--- src/rtl/assert_macros.svh ---
// ----------------------------------------------------------------------------
// assert_macros.svh
// Assertion macros shared by the sector mapper modules; empty under SYNTH.
// ----------------------------------------------------------------------------
`ifndef ASSERT_MACROS_SVH
`define ASSERT_MACROS_SVH
`ifndef SYNTH
// clocked check, masked while reset is high
`define R5M_ASSERT(name, clk, rst, prop) \
  name: assert property (@(posedge clk) disable iff (rst) prop) \
    else $error("r5m assertion failed");
// clocked check, active during reset too
`define R5M_ASSERT_NR(name, clk, prop) \
  name: assert property (@(posedge clk) prop) \
    else $error("r5m assertion failed");
`else
`define R5M_ASSERT(name, clk, rst, prop)
`define R5M_ASSERT_NR(name, clk, prop)
`endif
`endif

--- src/rtl/r5m_pkg.sv ---
// ----------------------------------------------------------------------------
// r5m_pkg
// Shared constants for the RAID5 sector mapper: field widths, register
// indexes, reset values and the number of division steps per stage.
// ----------------------------------------------------------------------------
package r5m_pkg;

  // division steps done by one pipeline stage
  localparam int STEP = 8;

  // fixed field widths
  localparam int PHYS_W      = 25;
  localparam int DISK_W      = 4;
  localparam int NDISK_CFG_W = 5;
  localparam int RSV_W       = 8;
  localparam int CFG_DATA_W  = 8;
  localparam int CFG_IDX_W   = 1;

  // smallest usable disk count
  localparam int MIN_DISKS = 3;

  // register indexes
  localparam logic [CFG_IDX_W-1:0] REG_NUM_DISKS = 1'b0;
  localparam logic [CFG_IDX_W-1:0] REG_RESERVED  = 1'b1;

  // register reset values
  localparam logic [NDISK_CFG_W-1:0] NUM_DISKS_RST = 5'd4;
  localparam logic [RSV_W-1:0]       RESERVED_RST  = 8'd1;

endpackage

--- src/rtl/r5m_div_stage.sv ---
// ----------------------------------------------------------------------------
// r5m_div_stage
// One stage of the sector divider: STEP restoring division steps, dividend
// bits leave at the top of the word and quotient bits enter at the bottom.
// ----------------------------------------------------------------------------
module r5m_div_stage import r5m_pkg::*; #(
  parameter int W  = 32,
  parameter int DW = 5,
  parameter int SW = 8
) (
  input  logic          clk,
  input  logic          rst,
  input  logic [DW-1:0] divisor,
  input  logic          in_valid,
  output logic          in_stall,
  input  logic [W-1:0]  word_in,
  input  logic [DW-1:0] rem_in,
  input  logic [SW-1:0] side_in,
  output logic          out_valid,
  input  logic          out_stall,
  output logic [W-1:0]  word_out,
  output logic [DW-1:0] rem_out,
  output logic [SW-1:0] side_out
);

  logic          vld;
  logic          take;
  logic [W-1:0]  word_next;
  logic [DW-1:0] rem_next;

  // stage advances when empty or when the next stage takes its item
  assign take      = !vld || !out_stall;
  assign in_stall  = !take;
  assign out_valid = vld;

  // restoring division steps
  always_comb begin
    logic [DW:0] t;
    t         = '0;
    word_next = word_in;
    rem_next  = rem_in;
    for (int i = 0; i < STEP; i++) begin
      t         = {rem_next, word_next[W-1]};
      word_next = {word_next[W-2:0], 1'b0};
      if (t >= {1'b0, divisor}) begin
        t            = t - {1'b0, divisor};
        word_next[0] = 1'b1;
      end
      rem_next = t[DW-1:0];
    end
  end

  // valid bit
  always_ff @(posedge clk) begin
    if (rst) begin
      vld <= 1'b0;
    end else if (take) begin
      vld <= in_valid;
    end
  end

  // payload
  always_ff @(posedge clk) begin
    if (take && in_valid) begin
      word_out <= word_next;
      rem_out  <= rem_next;
      side_out <= side_in;
    end
  end

endmodule

--- src/rtl/r5m_add_stage.sv ---
// ----------------------------------------------------------------------------
// r5m_add_stage
// Adds the reserved metadata sectors to the quotient to form the stripe row.
// ----------------------------------------------------------------------------
module r5m_add_stage import r5m_pkg::*; #(
  parameter int QW = 25,
  parameter int WB = 32,
  parameter int DW = 5
) (
  input  logic             clk,
  input  logic             rst,
  input  logic             in_valid,
  output logic             in_stall,
  input  logic [QW-1:0]    quotient,
  input  logic [DW-1:0]    rem_in,
  input  logic [RSV_W-1:0] rsv,
  output logic             out_valid,
  input  logic             out_stall,
  output logic [WB-1:0]    row,
  output logic [DW-1:0]    data_raw
);

  logic vld;
  logic take;

  assign take      = !vld || !out_stall;
  assign in_stall  = !take;
  assign out_valid = vld;

  // valid bit
  always_ff @(posedge clk) begin
    if (rst) begin
      vld <= 1'b0;
    end else if (take) begin
      vld <= in_valid;
    end
  end

  // stripe row and data disk before the parity bump
  always_ff @(posedge clk) begin
    if (take && in_valid) begin
      row      <= WB'(quotient) + WB'(rsv);
      data_raw <= rem_in;
    end
  end

endmodule

--- src/rtl/r5m_mod_stage.sv ---
// ----------------------------------------------------------------------------
// r5m_mod_stage
// One stage of the row modulo chain: STEP remainder steps; the row word
// rotates so it comes out of the chain unchanged.
// ----------------------------------------------------------------------------
module r5m_mod_stage import r5m_pkg::*; #(
  parameter int W  = 32,
  parameter int DW = 5
) (
  input  logic          clk,
  input  logic          rst,
  input  logic [DW-1:0] divisor,
  input  logic          in_valid,
  output logic          in_stall,
  input  logic [W-1:0]  word_in,
  input  logic [DW-1:0] rem_in,
  input  logic [DW-1:0] data_in,
  output logic          out_valid,
  input  logic          out_stall,
  output logic [W-1:0]  word_out,
  output logic [DW-1:0] rem_out,
  output logic [DW-1:0] data_out
);

  logic          vld;
  logic          take;
  logic [W-1:0]  word_next;
  logic [DW-1:0] rem_next;

  assign take      = !vld || !out_stall;
  assign in_stall  = !take;
  assign out_valid = vld;

  // remainder steps, word rotated left one bit per step
  always_comb begin
    logic [DW:0] t;
    t         = '0;
    word_next = word_in;
    rem_next  = rem_in;
    for (int i = 0; i < STEP; i++) begin
      t         = {rem_next, word_next[W-1]};
      word_next = {word_next[W-2:0], word_next[W-1]};
      if (t >= {1'b0, divisor}) begin
        t = t - {1'b0, divisor};
      end
      rem_next = t[DW-1:0];
    end
  end

  // valid bit
  always_ff @(posedge clk) begin
    if (rst) begin
      vld <= 1'b0;
    end else if (take) begin
      vld <= in_valid;
    end
  end

  // payload
  always_ff @(posedge clk) begin
    if (take && in_valid) begin
      word_out <= word_next;
      rem_out  <= rem_next;
      data_out <= data_in;
    end
  end

endmodule

--- src/rtl/r5m_out_stage.sv ---
// ----------------------------------------------------------------------------
// r5m_out_stage
// Output register: bumps the data disk past the parity disk and trims the
// fields to their port widths.
// ----------------------------------------------------------------------------
`include "assert_macros.svh"
module r5m_out_stage import r5m_pkg::*; #(
  parameter int WB = 32,
  parameter int DW = 5
) (
  input  logic              clk,
  input  logic              rst,
  input  logic              in_valid,
  output logic              in_stall,
  input  logic [WB-1:0]     row,
  input  logic [DW-1:0]     parity_raw,
  input  logic [DW-1:0]     data_raw,
  output logic              out_valid,
  input  logic              out_stall,
  output logic [PHYS_W-1:0] physical_sector,
  output logic [DISK_W-1:0] data_disk,
  output logic [DISK_W-1:0] parity_drive
);

  logic                     vld;
  logic                     take;
  logic [WB+PHYS_W-1:0]     row_ext;
  logic [DW:0]              data_next;
  logic [DW:0]              data_full;
  logic [DW-1:0]            parity_full;
  logic [DW+DISK_W:0]       data_ext;
  logic [DW+DISK_W-1:0]     parity_ext;

  assign take      = !vld || !out_stall;
  assign in_stall  = !take;
  assign out_valid = vld;

  // data disk skips over the parity disk of its row
  assign data_next = (DW+1)'(data_raw) + (DW+1)'(data_raw >= parity_raw);
  assign row_ext   = (WB+PHYS_W)'(row);

  // valid bit
  always_ff @(posedge clk) begin
    if (rst) begin
      vld <= 1'b0;
    end else if (take) begin
      vld <= in_valid;
    end
  end

  // result registers
  always_ff @(posedge clk) begin
    if (take && in_valid) begin
      physical_sector <= row_ext[PHYS_W-1:0];
      data_full       <= data_next;
      parity_full     <= parity_raw;
    end
  end

  // trim disk indexes to the port width
  assign data_ext     = (DW+1+DISK_W)'(data_full);
  assign parity_ext   = (DW+DISK_W)'(parity_full);
  assign data_disk    = data_ext[DISK_W-1:0];
  assign parity_drive = parity_ext[DISK_W-1:0];

  // checks
  `R5M_ASSERT_NR(a_rst_empties, clk, rst |=> !out_valid)
  `R5M_ASSERT(a_data_not_parity, clk, rst, out_valid |-> (data_full != (DW+1)'(parity_full)))

endmodule

--- src/rtl/raid5_sector_mapper_top.sv ---
// ----------------------------------------------------------------------------
// raid5_sector_mapper_top
// RAID5 rotating parity address mapper: logical sector in, physical sector,
// data disk and parity disk out.
// ----------------------------------------------------------------------------
// The mapper takes one logical sector per cycle while in_stall is low and
// returns its results in order, one per item, through ceil(LOGICAL_BITS/8)
// divide stages, one add stage, ceil((LOGICAL_BITS+1)/8) modulo stages and
// one output register. Each divide and modulo stage performs eight restoring
// steps on the narrow remainder, which sets the per-stage depth. The row is
// logical_sector / (disks - 1) plus the reserved sectors; parity rotates as
// row mod disks; a disk count below 3 acts as 3 and one above MAX_DISKS acts
// as MAX_DISKS. No range check is done. Configuration registers must only be
// written while no item is in the pipeline.
`include "assert_macros.svh"
module raid5_sector_mapper_top import r5m_pkg::*; #(
  parameter int MAX_DISKS    = 16,
  parameter int LOGICAL_BITS = 25
) (
  input  logic                    clk,
  input  logic                    rst,
  input  logic                    cfg_wr_en,
  input  logic [CFG_IDX_W-1:0]    cfg_index,
  input  logic [CFG_DATA_W-1:0]   cfg_data,
  input  logic                    in_valid,
  output logic                    in_stall,
  input  logic [LOGICAL_BITS-1:0] logical_sector,
  output logic                    out_valid,
  input  logic                    out_stall,
  output logic [PHYS_W-1:0]       physical_sector,
  output logic [DISK_W-1:0]       data_disk,
  output logic [DISK_W-1:0]       parity_drive
);

  localparam int DW  = $clog2(MAX_DISKS + 1);
  localparam int NDW = (DW > NDISK_CFG_W) ? DW : NDISK_CFG_W;
  localparam int NA  = (LOGICAL_BITS + STEP - 1) / STEP;
  localparam int WA  = NA * STEP;
  localparam int RW  = LOGICAL_BITS + 1;
  localparam int NB  = (RW + STEP - 1) / STEP;
  localparam int WB  = NB * STEP;

  logic [NDISK_CFG_W-1:0] num_disks;
  logic [RSV_W-1:0]       reserved_sectors;
  logic [NDW-1:0]         nd_ext;
  logic [NDW-1:0]         nd_clamp;
  logic [DW-1:0]          disks;
  logic [DW-1:0]          per_row;

  logic             a_vld   [NA+1];
  logic             a_stall [NA+1];
  logic [WA-1:0]    a_word  [NA+1];
  logic [DW-1:0]    a_rem   [NA+1];
  logic [RSV_W-1:0] a_rsv   [NA+1];

  logic             b_vld   [NB+1];
  logic             b_stall [NB+1];
  logic [WB-1:0]    b_word  [NB+1];
  logic [DW-1:0]    b_rem   [NB+1];
  logic [DW-1:0]    b_data  [NB+1];

  // configuration registers
  always_ff @(posedge clk) begin
    if (rst) begin
      num_disks        <= NUM_DISKS_RST;
      reserved_sectors <= RESERVED_RST;
    end else if (cfg_wr_en) begin
      unique case (cfg_index)
        REG_NUM_DISKS: num_disks        <= cfg_data[NDISK_CFG_W-1:0];
        REG_RESERVED:  reserved_sectors <= cfg_data[RSV_W-1:0];
      endcase
    end
  end

  // saturate the disk count to the supported range
  always_comb begin
    nd_ext = NDW'(num_disks);
    if (nd_ext < NDW'(MIN_DISKS)) begin
      nd_clamp = NDW'(MIN_DISKS);
    end else if (nd_ext > NDW'(MAX_DISKS)) begin
      nd_clamp = NDW'(MAX_DISKS);
    end else begin
      nd_clamp = nd_ext;
    end
  end

  assign disks   = nd_clamp[DW-1:0];
  assign per_row = disks - DW'(1);

  // input side of the divide chain
  assign a_vld[0]  = in_valid;
  assign in_stall  = a_stall[0];
  assign a_word[0] = WA'(logical_sector);
  assign a_rem[0]  = '0;
  assign a_rsv[0]  = reserved_sectors;

  // logical sector / (disks - 1)
  for (genvar g = 0; g < NA; g++) begin : g_div
    r5m_div_stage #(
      .W  (WA),
      .DW (DW),
      .SW (RSV_W)
    ) u_div (
      .clk       (clk),
      .rst       (rst),
      .divisor   (per_row),
      .in_valid  (a_vld[g]),
      .in_stall  (a_stall[g]),
      .word_in   (a_word[g]),
      .rem_in    (a_rem[g]),
      .side_in   (a_rsv[g]),
      .out_valid (a_vld[g+1]),
      .out_stall (a_stall[g+1]),
      .word_out  (a_word[g+1]),
      .rem_out   (a_rem[g+1]),
      .side_out  (a_rsv[g+1])
    );
  end

  // stripe row
  r5m_add_stage #(
    .QW (LOGICAL_BITS),
    .WB (WB),
    .DW (DW)
  ) u_add (
    .clk       (clk),
    .rst       (rst),
    .in_valid  (a_vld[NA]),
    .in_stall  (a_stall[NA]),
    .quotient  (a_word[NA][LOGICAL_BITS-1:0]),
    .rem_in    (a_rem[NA]),
    .rsv       (a_rsv[NA]),
    .out_valid (b_vld[0]),
    .out_stall (b_stall[0]),
    .row       (b_word[0]),
    .data_raw  (b_data[0])
  );

  assign b_rem[0] = '0;

  // row mod disks
  for (genvar g = 0; g < NB; g++) begin : g_mod
    r5m_mod_stage #(
      .W  (WB),
      .DW (DW)
    ) u_mod (
      .clk       (clk),
      .rst       (rst),
      .divisor   (disks),
      .in_valid  (b_vld[g]),
      .in_stall  (b_stall[g]),
      .word_in   (b_word[g]),
      .rem_in    (b_rem[g]),
      .data_in   (b_data[g]),
      .out_valid (b_vld[g+1]),
      .out_stall (b_stall[g+1]),
      .word_out  (b_word[g+1]),
      .rem_out   (b_rem[g+1]),
      .data_out  (b_data[g+1])
    );
  end

  // output register
  r5m_out_stage #(
    .WB (WB),
    .DW (DW)
  ) u_out (
    .clk             (clk),
    .rst             (rst),
    .in_valid        (b_vld[NB]),
    .in_stall        (b_stall[NB]),
    .row             (b_word[NB]),
    .parity_raw      (b_rem[NB]),
    .data_raw        (b_data[NB]),
    .out_valid       (out_valid),
    .out_stall       (out_stall),
    .physical_sector (physical_sector),
    .data_disk       (data_disk),
    .parity_drive    (parity_drive)
  );

  // the input only stalls when every stage is full behind a stalled output
  `R5M_ASSERT(a_stall_chain, clk, rst, in_stall |-> (out_valid && out_stall))

endmodule

--- config.mk ---
export PLATFORM = sky130hd
export DESIGN_NAME = raid5_sector_mapper_top
export DESIGN_NICKNAME = d
export VERILOG_FILES = /design/src/rtl/r5m_pkg.sv /design/src/rtl/r5m_div_stage.sv /design/src/rtl/r5m_add_stage.sv /design/src/rtl/r5m_mod_stage.sv /design/src/rtl/r5m_out_stage.sv /design/src/rtl/raid5_sector_mapper_top.sv
export VERILOG_INCLUDE_DIRS = /design/src /design/src/rtl
export SDC_FILE = /design/constraint.sdc
export NUM_CORES = 1
export LEC_CHECK = 0
export BUFFER_PORTS_ARGS = -buffer_cell sky130_fd_sc_hd__buf_2
export CAP_MARGIN = 30
export CORE_MARGIN = 10
export CORE_UTILIZATION = 55
export CTS_CLUSTER_DIAMETER = 150
export CTS_CLUSTER_SIZE = 25
export DETAILED_ROUTE_END_ITERATION = 10
export GPL_TIMING_DRIVEN = 1
export PLACE_DENSITY = 0.75
export SYNTH_ARGS = -nofsm -noshare
export SYNTH_HDL_FRONTEND = slang
export SYNTH_HIERARCHICAL = 1
export SYNTH_SLANG_ARGS = --single-unit
--- constraint.sdc ---
create_clock -name clk -period 39.1 [get_ports clk]
set_input_delay 7.82 -clock clk [delete_from_list [all_inputs] [get_ports clk]]
set_output_delay 7.82 -clock clk [all_outputs]
set_load 0.1 [all_outputs]
# --- Word level (Yosys, flattened, before mapping) ---
# Index checks and enable logic that the tools add are counted.
totals:
  out_inout_bits: 35
  register_bits: 427
  word_cells: 308
op_classes:
  bitwise: 1
  n_reduce_logical: 34
  n_addsub: 67
  n_mux: 98
  magnitude_cmp: 67
op_table:
  columns: ["cell", "count"]
  rows:
  - ["$ge A6 B5 Y1", 62]
  - ["$mux W5", 66]
  - ["$sub A5 B5 Y5", 62]
  - ["$mux W1", 32]
  - ["$add A25 B8 Y26", 1]
  - ["$logic_not A1 Y1", 12]
  - ["$logic_and A1 B1 Y1", 10]
  - ["$logic_or A1 B1 Y1", 10]
  - ["$ge A1 B5 Y1", 1]
  - ["$ge A1 B5 Y1 const A", 1]
  - ["$ge A5 B5 Y1", 1]
  - ["$gt A5 B5 Y1 const B", 1]
  - ["$lt A5 B2 Y1 const B", 1]
  - ["$sub A1 B5 Y5", 1]
  - ["$sub A1 B5 Y5 const A", 1]
  - ["$sub A5 B1 Y5 const B", 1]
  - ["$add A4 B1 Y4", 1]
  - ["$reduce_and A2 Y1", 2]
  - ["$not A1 Y1", 1]

# --- Depth between registers and ports, before layout ---
depth:
  ltp_word: 20
  depth_mapped: 80

# --- Cells and area by module ---
# Netlist, hierarchy kept.
modules_own_cells:
  columns: ["mod", "area_each_um2", "instances", "cells_per_inst"]
  rows:
  - ["r5m_mod_stage at g_mod[0].u_mod ...", 3672.3, 3, 337]
  - ["r5m_div_stage at g_div[0].u_div ...", 3742.3, 2, 355]
  - ["r5m_div_stage at g_div[2].u_div", 3707.3, 1, 345]
  - ["r5m_div_stage at g_div[3].u_div", 3637.2, 1, 334]
  - ["r5m_mod_stage at g_mod[3].u_mod", 3542.1, 1, 334]
  - ["r5m_add_stage", 1764.2, 1, 140]
  - ["r5m_out_stage", 1193.6, 1, 59]
  - ["raid5_sector_mapper_top", 661.9, 1, 74]

# --- Worst setup path before layout ---
# OpenSTA, ideal clock, no wires.
synth_path:
  kind: "input to output"
  startpoint: "input out_stall"
  endpoint: "output in_stall"
  setup_slack_ns: 21.324
  required_time_ns: 31.280
  t_arrival_ns: 9.956
  path_stages: 10
  n_path_buf: 0
  path_cell_list: "and2_1 -> and2_1 -> and2_1 -> and2_1 -> and2_1 -> and2_1 -> and2_1 -> and2_1 -> and2_1 -> and2_1"
synth_via:
  elab_chain_cells: 12
synth_rtl:
  columns: ["element", "line_no", "text"]
  rows:
  - ["from (decl)", "raid5_sector_mapper_top.sv:29", "input logic out_stall,"]
  - ["$logic_not A1 Y1", "r5m_out_stage.sv:34", "assign take = !vld || !out_stall;"]
  - ["$logic_or A1 B1 Y1", "r5m_out_stage.sv:34", null]
  - ["$logic_or A1 B1 Y1 (4 in a row)", "r5m_mod_stage.sv:30", "assign take = !vld || !out_stall;"]
  - ["$logic_or A1 B1 Y1", "r5m_add_stage.sv:26", "assign take = !vld || !out_stall;"]
  - ["$logic_or A1 B1 Y1 (4 in a row)", "r5m_div_stage.sv:32", "assign take = !vld || !out_stall;"]
  - ["$logic_not A1 Y1", "r5m_div_stage.sv:33", "assign in_stall = !take;"]
  - ["to (decl)", "raid5_sector_mapper_top.sv:26", "output logic in_stall,"]
# Every way passes these cells.

# --- Worst setup path in the final report ---
# Same ends and word-level chain as after synthesis.

==> summary.md <==
| Metric | Value |
|---|---|
| Status | complete, no violations |
| Via count of the first global-routing pass | 23200 |
| Setup WS post-layout | 20.62 ns |
| Worst Hold Depth | 0 |
| CTS Buf Count | 19 |
| Final routed wire length divided by cell count | 18.3 µm |
| Number of detailed-routing iterations run before antenna repair | 7 |
| Post_cts resized | 0 |
| Start point of the worst min-delay path | u_add/row[17]$_DFFE_PP_ |
| Final slew viol count | 0 |
| M3 GR Usage | 1.92% |
| Final period demand of the worst path | 18.48 ns |
| Global-route met1 utilization | 25.0% |
| Depth of the worst register-to-register path | 68 |
| Setup CP Type | input port to output port |
| Worst Path Buf+Inv | 2 |
| CP Data Arrival Time | 10.66 ns |
| Hold WC Path Type | flip-flop to flip-flop |
| Pin count of the biggest net entering global routing | 39 |
| Cell chosen for the clock root | sky130_fd_sc_hd__clkbuf_16 |
| Ordered list of cells on the worst path | buf_2 > and2_1 > and2_1 > and2_1 > and2_1 > and2_1 > and2_1 > and2_1 > and2_1 > and2_1 > and2_1 > buf_2 |
| Cell with the biggest individual delay on the critical path | sky130_fd_sc_hd__buf_2 |
| Top cell family by delay on the critical path | simple AND/OR/NAND/NOR gates |
| Yosys warning count | 6 |
| Share of post-route cells with drive strength above 1 | 11.6% |
| Number of buffers inserted by post-CTS setup repair | 0 |
| Number of I/O pins | 74 |
| Number of routed nets with antenna violations | 0 |
| Height of the chip | 259 µm |
| CTS sink cnt | 379 |
| DP Wirelength | 54800 µm |
| WHS Endpoint | g_mod[0].u_mod/word_out[25]$_DFFE_PP_ |
| Overflow left after global routing | 0 |
| CTS tree | done |
| Global placer's final weighted congestion | 0.919 |
| Setup repair after global routing missed its margin | false |
| First-pass GRT wire length | 115000 µm |
| Aggregate negative setup slack | 0 ns |
| Critical path's largest stage delay | 0.46 ns |
| Most used routing layer | met2 |
| Placement Rows | 87 |
| Max Root-Sink Buffers | 3 |
| Total number of vias | 22900 |
| Final count of hold timing violations | 0 |
| Antenna violations before repair | 0 |
| # nets final | 3510 |
| Area of the die | 66900 µm² |
| Worst Setup Slack post-DPL | 20.61 ns |
| Part of the cycle the worst path needs | 47.3% |
| Tightest slew margin relative to the limit | 35.0% |
| Met2 demand-to-capacity share in global routing | 37.6% |
| Critical path peak fanout | 3 |
| Starting Density | 55.5% |
| CP Capture Type | output port |
| Signed area change from the synthesized netlist to the final layout | 6.51% |
| Antenna diode count | 0 |
| Post-synthesis average cell area | 10.6 µm² |
| Die Span X | 259 µm |
| Critical R2R Capture | g_div[0].u_div/rem_out[4]$_DFFE_PP_ |
| Post-route DRC violation count | 0 |
| Commonest cells after routing, fill and taps aside | sky130_fd_sc_hd__edfxtp_1 (356), sky130_fd_sc_hd__ha_1 (336), sky130_fd_sc_hd__inv_1 (284) |
| Buffers on Ports | 73 |
| Crit path top cell by count | sky130_fd_sc_hd__and2_1 |
| Critical R2R Launch | nd_ext[4]$_SDFFE_PP0P_ |
| Aggregate routed wire length | 70400 µm |
| DRC violation total after the first TritonRoute iteration | 1516 |
| Launching element type of the critical path | input port |
| Standard cell core area | 56400 µm² |
| Skew-Pair Late Insertion Delay | 0.54 ns |
| Via-to-Cell Ratio | 5.98 |
| Gate Count Post-Synth | 2948 |
| Leading cell type in the layout, fill and taps excluded | sky130_fd_sc_hd__edfxtp_1 |
| CTS Hold Bufs | 0 |
| Fin Clk Skew | 0.0265 ns |
| Netlist area before placement | 31300 µm² |
| Endpoint required time on the critical path | 31.28 ns |
| Setup violators final | 0 |
| Register-to-Register Setup Slack | 21.27 ns |
| Clock-pin slew of the registers on the worst-case setup and hold paths | 0.10 ns |
| Fmax achieved | 54.1 MHz |
| H-Tree Level Count | 1 |
| Gr usage total | 20.3% |
| Hold_ws | 0.420 ns |
| Number of max-cap violations | 0 |
| Slew at the pin closest to its max-slew limit | 0.973 ns |
worst max-delay path by stage:
stage | startpoint | to | depth (start not counted)
detailed placement | out_stall | in_stall | 12
CTS | out_stall | in_stall | 12
global route | nd_ext[4]$_SDFFE_PP0P_ | g_div[0].u_div/rem_out[4]$_DFFE_PP_ | 69
global placement | out_stall | in_stall | 12
finish | out_stall | in_stall | 12
floorplan | out_stall | in_stall | 10
worst reg2reg max path: cells and delay by family (launching register included):
kind                     cells  cell delay [ns]
multiplexers                 3             1.12
buffers and inverters       11             2.11
AND/OR/NAND/NOR             12             2.14
adder cells (fa/ha/maj)      9             2.96
AO/OA/AOI/OAI               33             8.63
flip-flops                   1             0.65
flip-flops by register name, summed over array words and instances, names as in the netlist:
name / cells
g_div.u_div/word_out: 100
g_mod.u_mod/word_out: 100
g_div.u_div/side_out: 32
u_add/row: 26
u_out/physical_sector: 25
g_div.u_div/rem_out: 20
g_mod.u_mod/data_out: 20
g_mod.u_mod/rem_out: 20
reserved_sectors: 8
nd_ext: 5
u_add/data_raw: 5
g_div.u_div/out_valid: 4
g_mod.u_mod/out_valid: 4
u_out/data_full: 4
u_out/parity_full: 4
u_add/out_valid: 1
u_out/out_valid: 1
area by class of cell:
| cell class | instances | area, µm² |
|---|---|---|
| clock buffer | 31 | 520 |
| clock inverter | 2 | 25.0 |
| fill | 4675 | 23000 |
| inverter | 295 | 1110 |
| multi-input combinational | 2284 | 19000 |
| sequential | 379 | 11200 |
| tap | 756 | 946 |
| timing repair buffer | 91 | 576 |
stage by stage:
step / instances / instance area [µm²] / util [%]
final: 3838 / 33400 / 59.2
after global routing: 3838 / 33400 / 59.2
after CTS: 3835 / 33300 / 59.0
after detailed placement: 3802 / 32700 / 58.1
after global placement: 3799 / 32700 / 58.0
after floorplan: 2991 / 31500 / -
routing by layer:
| layer | wire (µm) | vias to the layer above |
|---|---|---|
| met4 | 1270 | 0 |
| li1 | - | 11200 |
| met1 | 30000 | 11100 |
| met5 | 0 | - |
| met3 | 2730 | 106 |
| met2 | 36400 | 544 |
Power is left out: the tool's default activity adds up to more than one toggle a clock period on the data nets, which glitch-free logic cannot reach.
